$ cat src/rtl/sdmq_pkg.sv
// Shared types and constants for the supply/demand matching queues.
// No dependencies; used by sdmq_cell and supply_demand_matching_queues.
`timescale 1ns / 1ps

package sdmq_pkg;

  // Fixed field widths
  localparam int STATUS_W  = 3;
  localparam int LIMIT_W   = 4;
  localparam int WREQ_W    = 4;
  localparam int WSRV_W    = 5;

  // Reset value of the request limit register
  localparam logic [LIMIT_W-1:0] LIMIT_RESET = 4'd4;

  // Operation codes
  localparam logic OP_SERVER  = 1'b0;
  localparam logic OP_REQUEST = 1'b1;

  // Result status codes
  localparam logic [STATUS_W-1:0] ST_SERVER_QUEUED  = 3'd0;
  localparam logic [STATUS_W-1:0] ST_SERVER_MATCHED = 3'd1;
  localparam logic [STATUS_W-1:0] ST_REQUEST_SERVED = 3'd2;
  localparam logic [STATUS_W-1:0] ST_REQUEST_QUEUED = 3'd3;
  localparam logic [STATUS_W-1:0] ST_REJECTED       = 3'd4;

  // Control broadcast to every cell of the server chain
  typedef struct packed {
    logic push;
    logic pop;
  } cell_ctrl_t;

endpackage

$ cat src/rtl/sdmq_cell.sv
// One slot of the server queue chain: holds one identifier and an occupied flag.
// Depends on sdmq_pkg (cell_ctrl_t).
`timescale 1ns / 1ps

module sdmq_cell #(
  parameter int IDENT_BITS = 16
) (
  input  logic                  clk,
  input  logic                  rst_n,
  input  sdmq_pkg::cell_ctrl_t  ctrl,
  input  logic [IDENT_BITS-1:0] push_ident,
  input  logic                  prev_occ,
  input  logic                  next_occ,
  input  logic [IDENT_BITS-1:0] next_ident,
  output logic                  occ,
  output logic [IDENT_BITS-1:0] ident
);

  logic                  occ_r;
  logic                  occ_nxt;
  logic [IDENT_BITS-1:0] ident_r;
  logic [IDENT_BITS-1:0] ident_nxt;
  logic                  load;

  // Take the pushed transaction when this is the first empty slot
  assign load = ctrl.push && !occ_r && prev_occ;

  // Shift toward the head on pop, else fill on push, else hold
  always_comb begin
    occ_nxt   = occ_r;
    ident_nxt = ident_r;
    priority if (ctrl.pop) begin
      occ_nxt   = next_occ;
      ident_nxt = next_ident;
    end else if (load) begin
      occ_nxt   = 1'b1;
      ident_nxt = push_ident;
    end else begin
      occ_nxt   = occ_r;
      ident_nxt = ident_r;
    end
  end

  always_ff @(posedge clk) begin
    if (!rst_n) begin
      occ_r <= 1'b0;
    end else begin
      occ_r <= occ_nxt;
    end
  end

  always_ff @(posedge clk) begin
    ident_r <= ident_nxt;
  end

  assign occ   = occ_r;
  assign ident = ident_r;

endmodule

$ cat src/rtl/supply_demand_matching_queues.sv
// Top level of the supply/demand matching queues: decision logic, request count,
// server queue built as a chain of sdmq_cell slots. Depends on sdmq_pkg, sdmq_cell.
//
//   channel   handshake             payload
//   --------  --------------------  -------------------------------------------
//   input     start / busy          in_operation, in_ident
//   result    out_valid (strobe)    out_status, out_served_ident,
//                                   out_waiting_requests, out_waiting_servers
//   config    cfg_wr_en             cfg_wr_data (request limit)
//
// One transaction per clock; busy stays low. The result appears on the cycle after
// start and stays for exactly one cycle. The whole decision and the queue update
// take effect together: the server chain shifts all slots toward the head at once.
// Synchronous active-low reset empties both queues and sets the limit to 4.
// The receiver cannot stall; every result is taken when out_valid is high.
`timescale 1ns / 1ps

module supply_demand_matching_queues #(
  parameter int SERVER_DEPTH  = 16,
  parameter int REQUEST_DEPTH = 8,
  parameter int IDENT_BITS    = 16
) (
  input  logic                            clk,
  input  logic                            rst_n,
  input  logic                            start,
  output logic                            busy,
  input  logic                            in_operation,
  input  logic [IDENT_BITS-1:0]           in_ident,
  output logic                            out_valid,
  output logic [sdmq_pkg::STATUS_W-1:0]   out_status,
  output logic [IDENT_BITS-1:0]           out_served_ident,
  output logic [sdmq_pkg::WREQ_W-1:0]     out_waiting_requests,
  output logic [sdmq_pkg::WSRV_W-1:0]     out_waiting_servers,
  input  logic                            cfg_wr_en,
  input  logic [sdmq_pkg::LIMIT_W-1:0]    cfg_wr_data
);

  localparam int SCW = $clog2(SERVER_DEPTH + 1);
  localparam int RCW = $clog2(REQUEST_DEPTH + 1);
  localparam int LW  = (RCW > sdmq_pkg::LIMIT_W) ? RCW : sdmq_pkg::LIMIT_W;
  localparam logic [LW-1:0] REQ_DEPTH_L = LW'(REQUEST_DEPTH);

  // Configuration register
  logic [sdmq_pkg::LIMIT_W-1:0] limit_r;

  always_ff @(posedge clk) begin
    if (!rst_n) begin
      limit_r <= sdmq_pkg::LIMIT_RESET;
    end else if (cfg_wr_en) begin
      limit_r <= cfg_wr_data;
    end
  end

  // Server chain
  sdmq_pkg::cell_ctrl_t            ctrl;
  logic [SERVER_DEPTH-1:0]         occ_w;
  logic [IDENT_BITS-1:0]           ident_w [SERVER_DEPTH];

  for (genvar i = 0; i < SERVER_DEPTH; i++) begin : g_cell
    logic                  prev_occ;
    logic                  next_occ;
    logic [IDENT_BITS-1:0] next_ident;

    if (i == 0) begin : g_first
      assign prev_occ = 1'b1;
    end else begin : g_mid
      assign prev_occ = occ_w[i-1];
    end

    if (i == SERVER_DEPTH - 1) begin : g_last
      assign next_occ   = 1'b0;
      assign next_ident = '0;
    end else begin : g_inner
      assign next_occ   = occ_w[i+1];
      assign next_ident = ident_w[i+1];
    end

    sdmq_cell #(
      .IDENT_BITS (IDENT_BITS)
    ) u_cell (
      .clk        (clk),
      .rst_n      (rst_n),
      .ctrl       (ctrl),
      .push_ident (in_ident),
      .prev_occ   (prev_occ),
      .next_occ   (next_occ),
      .next_ident (next_ident),
      .occ        (occ_w[i]),
      .ident      (ident_w[i])
    );
  end

  // Counters and result registers
  logic [SCW-1:0]                srv_count_r, srv_count_nxt;
  logic [RCW-1:0]                req_count_r, req_count_nxt;
  logic                          valid_r;
  logic [sdmq_pkg::STATUS_W-1:0] status_r, status_nxt;
  logic [IDENT_BITS-1:0]         served_r, served_nxt;
  logic                          accept;
  logic [LW-1:0]                 limit_ext;
  logic [LW-1:0]                 limit_eff;
  logic                          req_at_limit;

  assign accept    = start && !busy;
  assign limit_ext = LW'(limit_r);
  assign limit_eff = (limit_ext > REQ_DEPTH_L) ? REQ_DEPTH_L : limit_ext;
  assign req_at_limit = LW'(req_count_r) >= limit_eff;

  // Decide the outcome of the arriving transaction
  always_comb begin
    ctrl          = '0;
    srv_count_nxt = srv_count_r;
    req_count_nxt = req_count_r;
    status_nxt    = sdmq_pkg::ST_REJECTED;
    served_nxt    = '0;
    if (in_operation == sdmq_pkg::OP_SERVER) begin
      priority if (req_count_r != '0) begin
        req_count_nxt = req_count_r - RCW'(1);
        status_nxt    = sdmq_pkg::ST_SERVER_MATCHED;
      end else if (occ_w[SERVER_DEPTH-1]) begin
        status_nxt    = sdmq_pkg::ST_REJECTED;
      end else begin
        ctrl.push     = accept;
        srv_count_nxt = srv_count_r + SCW'(1);
        status_nxt    = sdmq_pkg::ST_SERVER_QUEUED;
      end
    end else begin
      priority if (occ_w[0]) begin
        ctrl.pop      = accept;
        served_nxt    = ident_w[0];
        srv_count_nxt = srv_count_r - SCW'(1);
        status_nxt    = sdmq_pkg::ST_REQUEST_SERVED;
      end else if (req_at_limit) begin
        status_nxt    = sdmq_pkg::ST_REJECTED;
      end else begin
        req_count_nxt = req_count_r + RCW'(1);
        status_nxt    = sdmq_pkg::ST_REQUEST_QUEUED;
      end
    end
  end

  // Advance counts and strobe the result
  always_ff @(posedge clk) begin
    if (!rst_n) begin
      srv_count_r <= '0;
      req_count_r <= '0;
      valid_r     <= 1'b0;
    end else begin
      valid_r <= accept;
      if (accept) begin
        srv_count_r <= srv_count_nxt;
        req_count_r <= req_count_nxt;
      end
    end
  end

  always_ff @(posedge clk) begin
    if (accept) begin
      status_r <= status_nxt;
      served_r <= served_nxt;
    end
  end

  assign busy                 = 1'b0;
  assign out_valid            = valid_r;
  assign out_status           = status_r;
  assign out_served_ident     = served_r;
  assign out_waiting_requests = sdmq_pkg::WREQ_W'(req_count_r);
  assign out_waiting_servers  = sdmq_pkg::WSRV_W'(srv_count_r);

endmodule

$ cat config.mk
export PLATFORM = sky130hd
export DESIGN_NAME = supply_demand_matching_queues
export DESIGN_NICKNAME = d
export VERILOG_FILES = /design/src/rtl/sdmq_pkg.sv /design/src/rtl/sdmq_cell.sv /design/src/rtl/supply_demand_matching_queues.sv
export SDC_FILE = /design/constraint.sdc
export NUM_CORES = 1
export LEC_CHECK = 0
export BUFFER_PORTS_ARGS = -buffer_cell sky130_fd_sc_hd__buf_2
export CELL_PAD_IN_SITES_DETAIL_PLACEMENT = 1
export CELL_PAD_IN_SITES_GLOBAL_PLACEMENT = 2
export CORE_MARGIN = 4
export CORE_UTILIZATION = 47
export CTS_CLUSTER_DIAMETER = 200
export DETAILED_ROUTE_END_ITERATION = 8
export GPL_TIMING_DRIVEN = 0
export PLACE_DENSITY = 0.85
export SKIP_CTS_REPAIR_TIMING = 1
export SLEW_MARGIN = 20
export SYNTH_ARGS = -nofsm -noshare
export SYNTH_HDL_FRONTEND = slang
export SYNTH_HIERARCHICAL = 1
export SYNTH_SLANG_ARGS = --single-unit
$ cat constraint.sdc
create_clock -name clk -period 3.2 [get_ports clk]
set_clock_uncertainty 0.15 [all_clocks]
set_input_delay 0.64 -clock clk [delete_from_list [all_inputs] [get_ports clk]]
set_output_delay 0.64 -clock clk [all_outputs]
set_load 0.05 [all_outputs]
Word level (Yosys, flattened, before mapping). Index checks and enable logic that the tools add are counted.

Register bits after elaboration: 305. Bits of input ports: 25. Output and inout port bits: 30. Logic and storage cells: 197.

Add/sub/neg operators: 4. Magnitude comparators: 2. Equality and inequality tests: 5. Mux-type cells: 79. Bitwise operators: 1. Reductions and logical operators: 68.

Operators by type and width (count): 16-bit two-way mux (30); 1-bit two-way mux (35); 2-bit nonzero test (16); 1-bit logical AND (31); 4-bit two-way mux (5); 5-bit two-way mux (4); 1-bit zero test (16); 3-bit two-way mux (5); 2-bit != test, second input constant (4); 4-bit AND reduction (2); 5-bit by 1-bit adder with 5-bit output, second input constant (1); 5-bit by 1-bit subtractor with 5-bit output, second input constant (1); 4-bit by 1-bit adder with 4-bit output, second input constant (1); 4-bit >= comparator (1); 4-bit greater-than comparator, second input constant (1); 4-bit nonzero test (1); 4-bit by 1-bit subtractor with 4-bit output, second input constant (1); 2-bit by 1-bit != test with 1-bit output, second input constant (1); 2-bit AND reduction (1); 2-bit OR reduction (1); 1-bit NOT (1).

Logic depth before layout (Yosys ltp). Gate-level depths: netlist of run 1.

Depth after elaboration: 7. Gate-level depth with buffers: 8. Gate-level depth less buffers: 8.

Hierarchy. Netlist of run 1, hierarchy kept.

Modules (own cells, without submodules): sdmq_cell (times used 16, cells an instance 41, area an instance 783.3 µm², seq. area each 500.5 µm²); supply_demand_matching_queues (times used 1, cells an instance 144, area an instance 1631.6 µm², seq. area each 850.8 µm²).

Worst setup path after synthesis of run 1. No wires, ideal clock.

Kind: register to register. Start point: register req_count_r[0], in the netlist out_waiting_requests[0]. End point: register g_cell[0].u_cell.ident_r[0] (enable). Library setup time: 0.392 ns. Arrival time: 2.380 ns. Slack: 0.278 ns. Stages on the path, launching flop included: 6. Buffers on the path: 0. Cell sequence: dfxtp_1 > nor4_2 > nor3b_2 > and2_2 > nand2_1 > o21bai_1.

RTL lines: from (decl) (line supply_demand_matching_queues.sv:95) `logic [RCW-1:0] req_count_r, req_count_nxt;`; from (signal assigned) (line supply_demand_matching_queues.sv:152) `req_count_r <= req_count_nxt;`; to (signal assigned) (line sdmq_cell.sv:53) `ident_r <= ident_nxt;`; to (decl) (line sdmq_cell.sv:21) `logic [IDENT_BITS-1:0] ident_r;`.

==> summary.txt, run 1 <==
Status
  • Run status: finished clean

Placement
  • RePlAce Congestion: roughly 0.71
  • IO Port Bufs: between 50 and 60
  • Detail Placement HPWL: 15510 µm

STA
  • Fin. max-slew vios: 0
  • # setup viols final: 0
  • Setup repair after global routing missed its margin: false
  • Rel. slew slack: ~43%
  • Hold slack: 222.1 ps
  • Final period utilization: approximately nine tenths
  • Fmax: roughly 340 MHz
  • Fin crit period: around 2900 ps
  • Worst slew pin tran: around 850 ps
  • Final Hold Vio Count: 0

Global route
  • Vias in the first global route: between 7000 and 8000
  • GRT Util Overall: 13.70%
  • M3 GR Usage: 2.644%
  • Most used routing layer: met2
  • Initial antenna violation count: 0
  • Largest net degree at the start of global routing: 26
  • Total grt overflow: 0
  • Global routing met1 resource utilization: between 10% and 20%
  • First-pass GRT wire length: about 38000 µm
  • M2 GR Usage: around 26%

Power
  • Seq pwr share: slightly below 50%
  • Gate power share: between 10 and 15%
  • Switch share: between 20% and 30%
  • Max VDD drop: about 0.4 mV
  • Pleak: approximately 5.8 nW
  • Clk network pwr share: between 30% and 40%
  • Power, Total: 9.616 mW
  • Switching power: about 2.4 mW
  • Pwr Density: 600.2 nW/µm²
  • Internal power: roughly 7.3 mW

Drt
  • Drt total wl: approximately 22000 µm
  • Drt first pass iters: 5
  • Post-DR wirelength/cell: roughly 17 µm
  • DR vias/cell: 5.039
  • DR vias: around 6700
  • Drt drc: 0
  • DR iter-0 viols: ~250
  • Post-route ant nets: 0

Setup path
  • Setup crit start kind: flip-flop
  • R2R depth: 5
  • Reg2reg end: g_cell[13].u_cell/ident[12]$_DFFE_PP_
  • CP Max Fanout: 17
  • Reg-to-reg slack, setup: about 300 ps
  • WP data required: between 3000 and 4000 ps
  • Critical R2R Launch: g_cell[0].u_cell/occ$_SDFFE_PN0P_
  • CP Capture Type: flip-flop
  • Setup CP Type: flip-flop to flip-flop
  • Worst path arrival time: approximately 2900 ps

Layout
  • Nets: between 900 and 1000
  • Layout cells sized above 1: between 40% and 50%
  • Fillcell total: 2763
  • Ant. Diodes: 0
  • Area growth syn-to-layout: 13.13%

Clock tree
  • CTS H-tree lvls: 2
  • Clk sinks: ~310
  • Root buf cell: clkbuf_16
  • CTS tree: done
  • CTS clk-pin slew, worst paths: ~50 ps
  • Clk Latency, worst-skew pair: 500 ps
  • Clk buf depth: 3
  • Cts bufs inserted: 34

Synth
  • Yosys top cell by area: edfxtp_1
  • Count of cell types in the netlist: 43
  • Number of synthesized flops with an enable pin: 275
  • Ys Warns: 6
  • Yosys reg bits: between 300 and 400
  • Synth Area per Inst: approximately 18 µm²
  • Synth async-reset ratio: 0%
  • Register area share after synthesis: between 60% and 70%
  • Synth top area share: about three fifths
  • Synth Instances: 800
  • Most area-consuming cells after synthesis: edfxtp_1, mux2_4, mux2_2
  • Top-count cell post-synth: edfxtp_1
  • Commonest cells in the netlist: edfxtp_1, mux2_2, mux2_4, inv_1, dfxtp_1
  • Cell Area, Synth: around 14000 µm²
  • Top FF cell, synth: edfxtp_1

Min path
  • End of the worst hold path: limit_ext[2]$_SDFFE_PN1P_
  • Worst hold start: cfg_wr_data[2]
  • Hold path depth: 3
  • Worst hold path type: input port to flip-flop

Flow run
  • Max cap viols: 0

Floorplanning
  • Die Y-Extent: between 150 and 200 µm
  • CORE AREA: between 20000 and 30000 µm²
  • Die area: around 33000 µm²
  • Starting density of the core: between 40% and 50%
  • Top Ports: 55
  • Core Rows: 63
  • Die width: ~180 µm
## metrics by stage
| step | setup WS, ps | utilization [%] | cell area (µm²) | setup TNS (ps) | std cells |
|---|---|---|---|---|---|
| finish | 294.3 | 53.92 | 16020 | 0 | 1320 |
| global route | 82.26 | 53.92 | 16020 | 0 | 1320 |
| CTS | -188.4 | 53.91 | 16020 | -41300 | 1320 |
| detailed placement | -470.5 | 50.60 | 15040 | -160720 | 1259 |
| global placement | -620.6 | 50.39 | 14980 | -171910 | 1259 |
| floorplan | 278.0 | - | 14230 | 0 | 817 |
## area by class of cell
type / count / area (µm²) / share of cell area [%]
Buffer: 39 / 538.0 / 3.358
Clock buffer: 46 / 917.1 / 5.724
Clock inverter: 15 / 68.82 / 0.4295
Inverter: 40 / 150.1 / 0.9371
Multi-Input combinational cell: 433 / 4742 / 29.60
Sequential cell: 305 / 8859 / 55.29
Tap cell: 390 / 488.0 / 3.045
Timing Repair Buffer: 52 / 260.3 / 1.624
## power groups by stage
stage	Combinational, mW	Clock [mW]	Sequential (mW)
after CTS	1.41	3.61	4.76
after detailed placement	1.39	0	4.84
final	1.39	3.48	4.75
after global routing	1.52	3.77	4.78
after global placement	1.34	0	4.83
after floorplan	0.897	0	5.02
## state kept, by name, indices dropped and copies added (netlist names)
register / flops
g_cell.u_cell/ident: 256
g_cell.u_cell/occ: 16
limit_ext: 4
out_served_ident: 16
out_status: 3
out_valid: 1
out_waiting_requests: 4
out_waiting_servers: 5
## layer usage
layer,up-vias,part of all wire [%],routed length (µm)
met5,-,0,0
met4,0,1.4,323
met1,3296,41,9059
li1,3237,-,-
met2,92,54,12050
met3,27,3.9,866
## critical path: stages (launching register included)
cell,delay (ps)
dfxtp_1,470
clkbuf_1,420
and3_2,700
buf_6,250
buf_12,150
o21bai_2,360
## cell families (layout without fill, tap and decap cells)
family | Yosys count | count (layout) | synth area share (%)
flip-flops | 305 | 305 | 62.54
multiplexers | 265 | 265 | 23.96
AND/OR/NAND/NOR | 82 | 82 | 3.684
buffers and inverters | 79 | 192 | 4.859
AO/OA/AOI/OAI | 50 | 50 | 3.454
adder cells (fa/ha/maj) | 11 | 11 | 1.078
XOR/XNOR | 6 | 6 | 0.3710
other | 2 | 19 | 0.05302
## worst max path at each step
stage | slack, ps | end | start | cells past startpoint
CTS | -190 | g_cell[13].u_cell/ident[12]$_DFFE_PP_ | g_cell[0].u_cell/occ$_SDFFE_PN0P_ | 5
floorplan | 280 | g_cell[0].u_cell/ident[0]$_DFFE_PP_ | out_waiting_requests[0]$_SDFFE_PN0P_ | 5
detailed placement | -470 | g_cell[13].u_cell/ident[2]$_DFFE_PP_ | in_operation | 6
finish | 290 | g_cell[13].u_cell/ident[12]$_DFFE_PP_ | g_cell[0].u_cell/occ$_SDFFE_PN0P_ | 5
global placement | -620 | g_cell[13].u_cell/ident[2]$_DFFE_PP_ | in_operation | 6
global route | 80 | g_cell[11].u_cell/ident[7]$_DFFE_PP_ | g_cell[0].u_cell/occ$_SDFFE_PN0P_ | 5
## placed cells by master (no fill, tap or decap), drive strengths merged, types with 2 or more instances in the layout
master | Yosys | routed
inv | 40 | 41
a22o | 2 | 2
mux2i | 9 | 9
a21oi | 6 | 6
buf | 34 | 86
nand2 | 26 | 26
clkinv | 0 | 14
a21o | 3 | 3
and2 | 3 | 3
clkbuf | 5 | 51
dfxtp | 30 | 30
conb | 2 | 19
edfxtp | 275 | 275
and3 | 17 | 17
ha | 9 | 9
mux2 | 256 | 256
o21bai | 17 | 17
xnor2 | 5 | 5
fa | 2 | 2
o31ai | 2 | 2
o21ai | 2 | 2
nor2 | 26 | 26
a221oi | 16 | 16
nand2b | 2 | 2
Power figures use the tool's default switching activity.
==> run 2: changes to the inputs <==
Settings changed: CTS_BUF_LIST set to sky130_fd_sc_hd__clkbuf_16.
==> run 2 against run 1 <==
Net effect: setup slack barely moved; die area unchanged; critical path depth unchanged; flip-flop and latch count unchanged; critical path type unchanged; largest cell class unchanged.
==> summary.txt, run 2 (synthesis gave the netlist of run 1 again) <==
Status
  • Run status: finished clean

Global route
  • Total grt overflow: 0
  • GRT Util Overall: between 10% and 20%
  • Largest net degree at the start of global routing: 26
  • First-pass GRT wire length: about 38000 µm
  • Initial antenna violation count: 0
  • Vias in the first global route: between 7000 and 8000

Layout
  • Max reg flops: between 200 and 300
  • Area growth syn-to-layout: 13.13%
  • Ant. Diodes: 0
  • Fillcell total: 2763
  • Commonest non-fill, non-tap cells in the layout: edfxtp_1, mux2_2, mux2_4, buf_2, inv_1
  • Nets: around 940
  • Fin cells: 1320
  • Layout cells sized above 1: a little under half
  • Commonest non-fill, non-tap cell in the layout: edfxtp_1

Clock tree
  • CTS tree: done
  • Clk buf depth: 3
  • Root buf cell: clkbuf_16
  • CTS H-tree lvls: 2
  • Clk Latency, worst-skew pair: roughly 500 ps
  • CTS clk-pin slew, worst paths: about 50 ps
  • Cts bufs inserted: 34
  • Clk sinks: ~300

Floorplanning
  • Die width: between 150 and 200 µm
  • CORE AREA: 29720 µm²
  • Die area: around 33000 µm²
  • Die Y-Extent: between 150 and 200 µm
  • Core Rows: 63
  • Starting density of the core: a little under half
  • Top Ports: 55

Min path
  • Worst hold start: cfg_wr_data[2]
  • Worst hold path type: input port to flip-flop

Power
  • Max VDD drop: around 0.41 mV
  • Power, Total: approximately 9.6 mW
  • Pleak: 5.850 nW
  • Pwr Density: 598.2 nW/µm²

Placement
  • Detail Placement HPWL: between 15000 and 20000 µm
  • Setup WS pre-CTS: -470.5 ps
  • IO Port Bufs: 52
  • Inst Count DP: around 1300
  • RePlAce Congestion: approximately 0.71

Drt
  • DR vias: 6651
  • Drt total wl: between 20000 and 25000 µm
  • Drt drc: 0
  • Post-route ant nets: 0
  • Post-DR wirelength/cell: between 15 and 20 µm
  • DR iter-0 viols: 258
  • DR vias/cell: between 5 and 6
  • Drt first pass iters: 5

STA
  • Hold slack: 222.1 ps
  • Fin crit period: about 2900 ps
  • Fmax: roughly 340 MHz
  • Final period utilization: 90.80%
  • Rel. slew slack: between 40 and 50%
  • Fin. max-slew vios: 0
  • Worst setup margin: around 290 ps
  • Worst slew pin tran: around 850 ps
  • Setup repair after global routing missed its margin: false
  • Final Hold Vio Count: 0
  • # setup viols final: 0

Setup path
  • Worst path arrival time: between 2000 and 3000 ps
  • CP Capture Type: flip-flop
  • CP Max Fanout: 17
  • Setup crit start kind: flip-flop
  • WP data required: ~3200 ps
  • Critical R2R Launch: g_cell[0].u_cell/occ$_SDFFE_PN0P_
  • Crit path from: g_cell[0].u_cell/occ$_SDFFE_PN0P_
  • Setup CP Type: flip-flop to flip-flop

Flow run
  • Max cap viols: 0
-- run 2: cell types whose count changed in the layout (fill, tap and decap cells not counted), sizes merged --
cell	change
clkbuf	-11
inv	+11
-- run 2: power by group --
group	internal, mW	switching (mW)	leakage [nW]
logic	0.613	0.773	2.57
clock network	1.97	1.47	0.530
registers	4.63	0.118	2.75
total	7.22	2.37	5.85
-- run 2: per-stage QoR --
stage	setup TNS [ps]	util [%]	cell area, µm²
after floorplan	0	-	14230
after global placement	-171910	50.39	14980
after detailed placement	-160720	50.60	15040
after CTS	-41290	53.91	16020
after global routing	0	53.92	16020
final	0	53.92	16020
-- run 2: worst paths after layout --
check | cells after the start | slack (ps) | end
worst min-delay path | 3 | 220 | limit_ext[2]$_SDFFE_PN1P_
worst max-delay path | 5 | 290 | g_cell[13].u_cell/ident[12]$_DFFE_PP_
worst max register to register | 5 | 290 | g_cell[13].u_cell/ident[12]$_DFFE_PP_
worst min register to register | 2 | 320 | out_waiting_servers[4]$_SDFFE_PN0P_
-- run 2: final cells by class --
| class | instances | area (µm²) | share of cell area (%) |
|---|---|---|---|
| Buffer | 39 | 538.0 | 3.358 |
| Multi-Input combinational cell | 433 | 4742 | 29.60 |
| Inverter | 40 | 150.1 | 0.9371 |
| Sequential cell | 305 | 8859 | 55.29 |
| Clock inverter | 26 | 110.1 | 0.6872 |
| Tap cell | 390 | 488.0 | 3.045 |
| Clock buffer | 35 | 875.8 | 5.466 |
| Timing Repair Buffer | 52 | 260.3 | 1.624 |
-- run 2: per-layer routing --
metal / up-vias / global-route usage [%] / part of all wire [%] / wire (µm)
li1: 3235 / - / - / -
met1: 3297 / 16.10 / 41 / 9068
met2: 91 / 25.64 / 54 / 12020
met3: 28 / 2.644 / 3.9 / 867
met4: 0 / 3.482 / 1.5 / 325
met5: - / 0 / 0 / 0
-- run 2: worst max-delay path, cell delays in order (launching register included) --
cell and delay (ps):
dfxtp_1 470, clkbuf_1 420, and3_2 700, buf_6 250
buf_12 150, o21bai_2 360
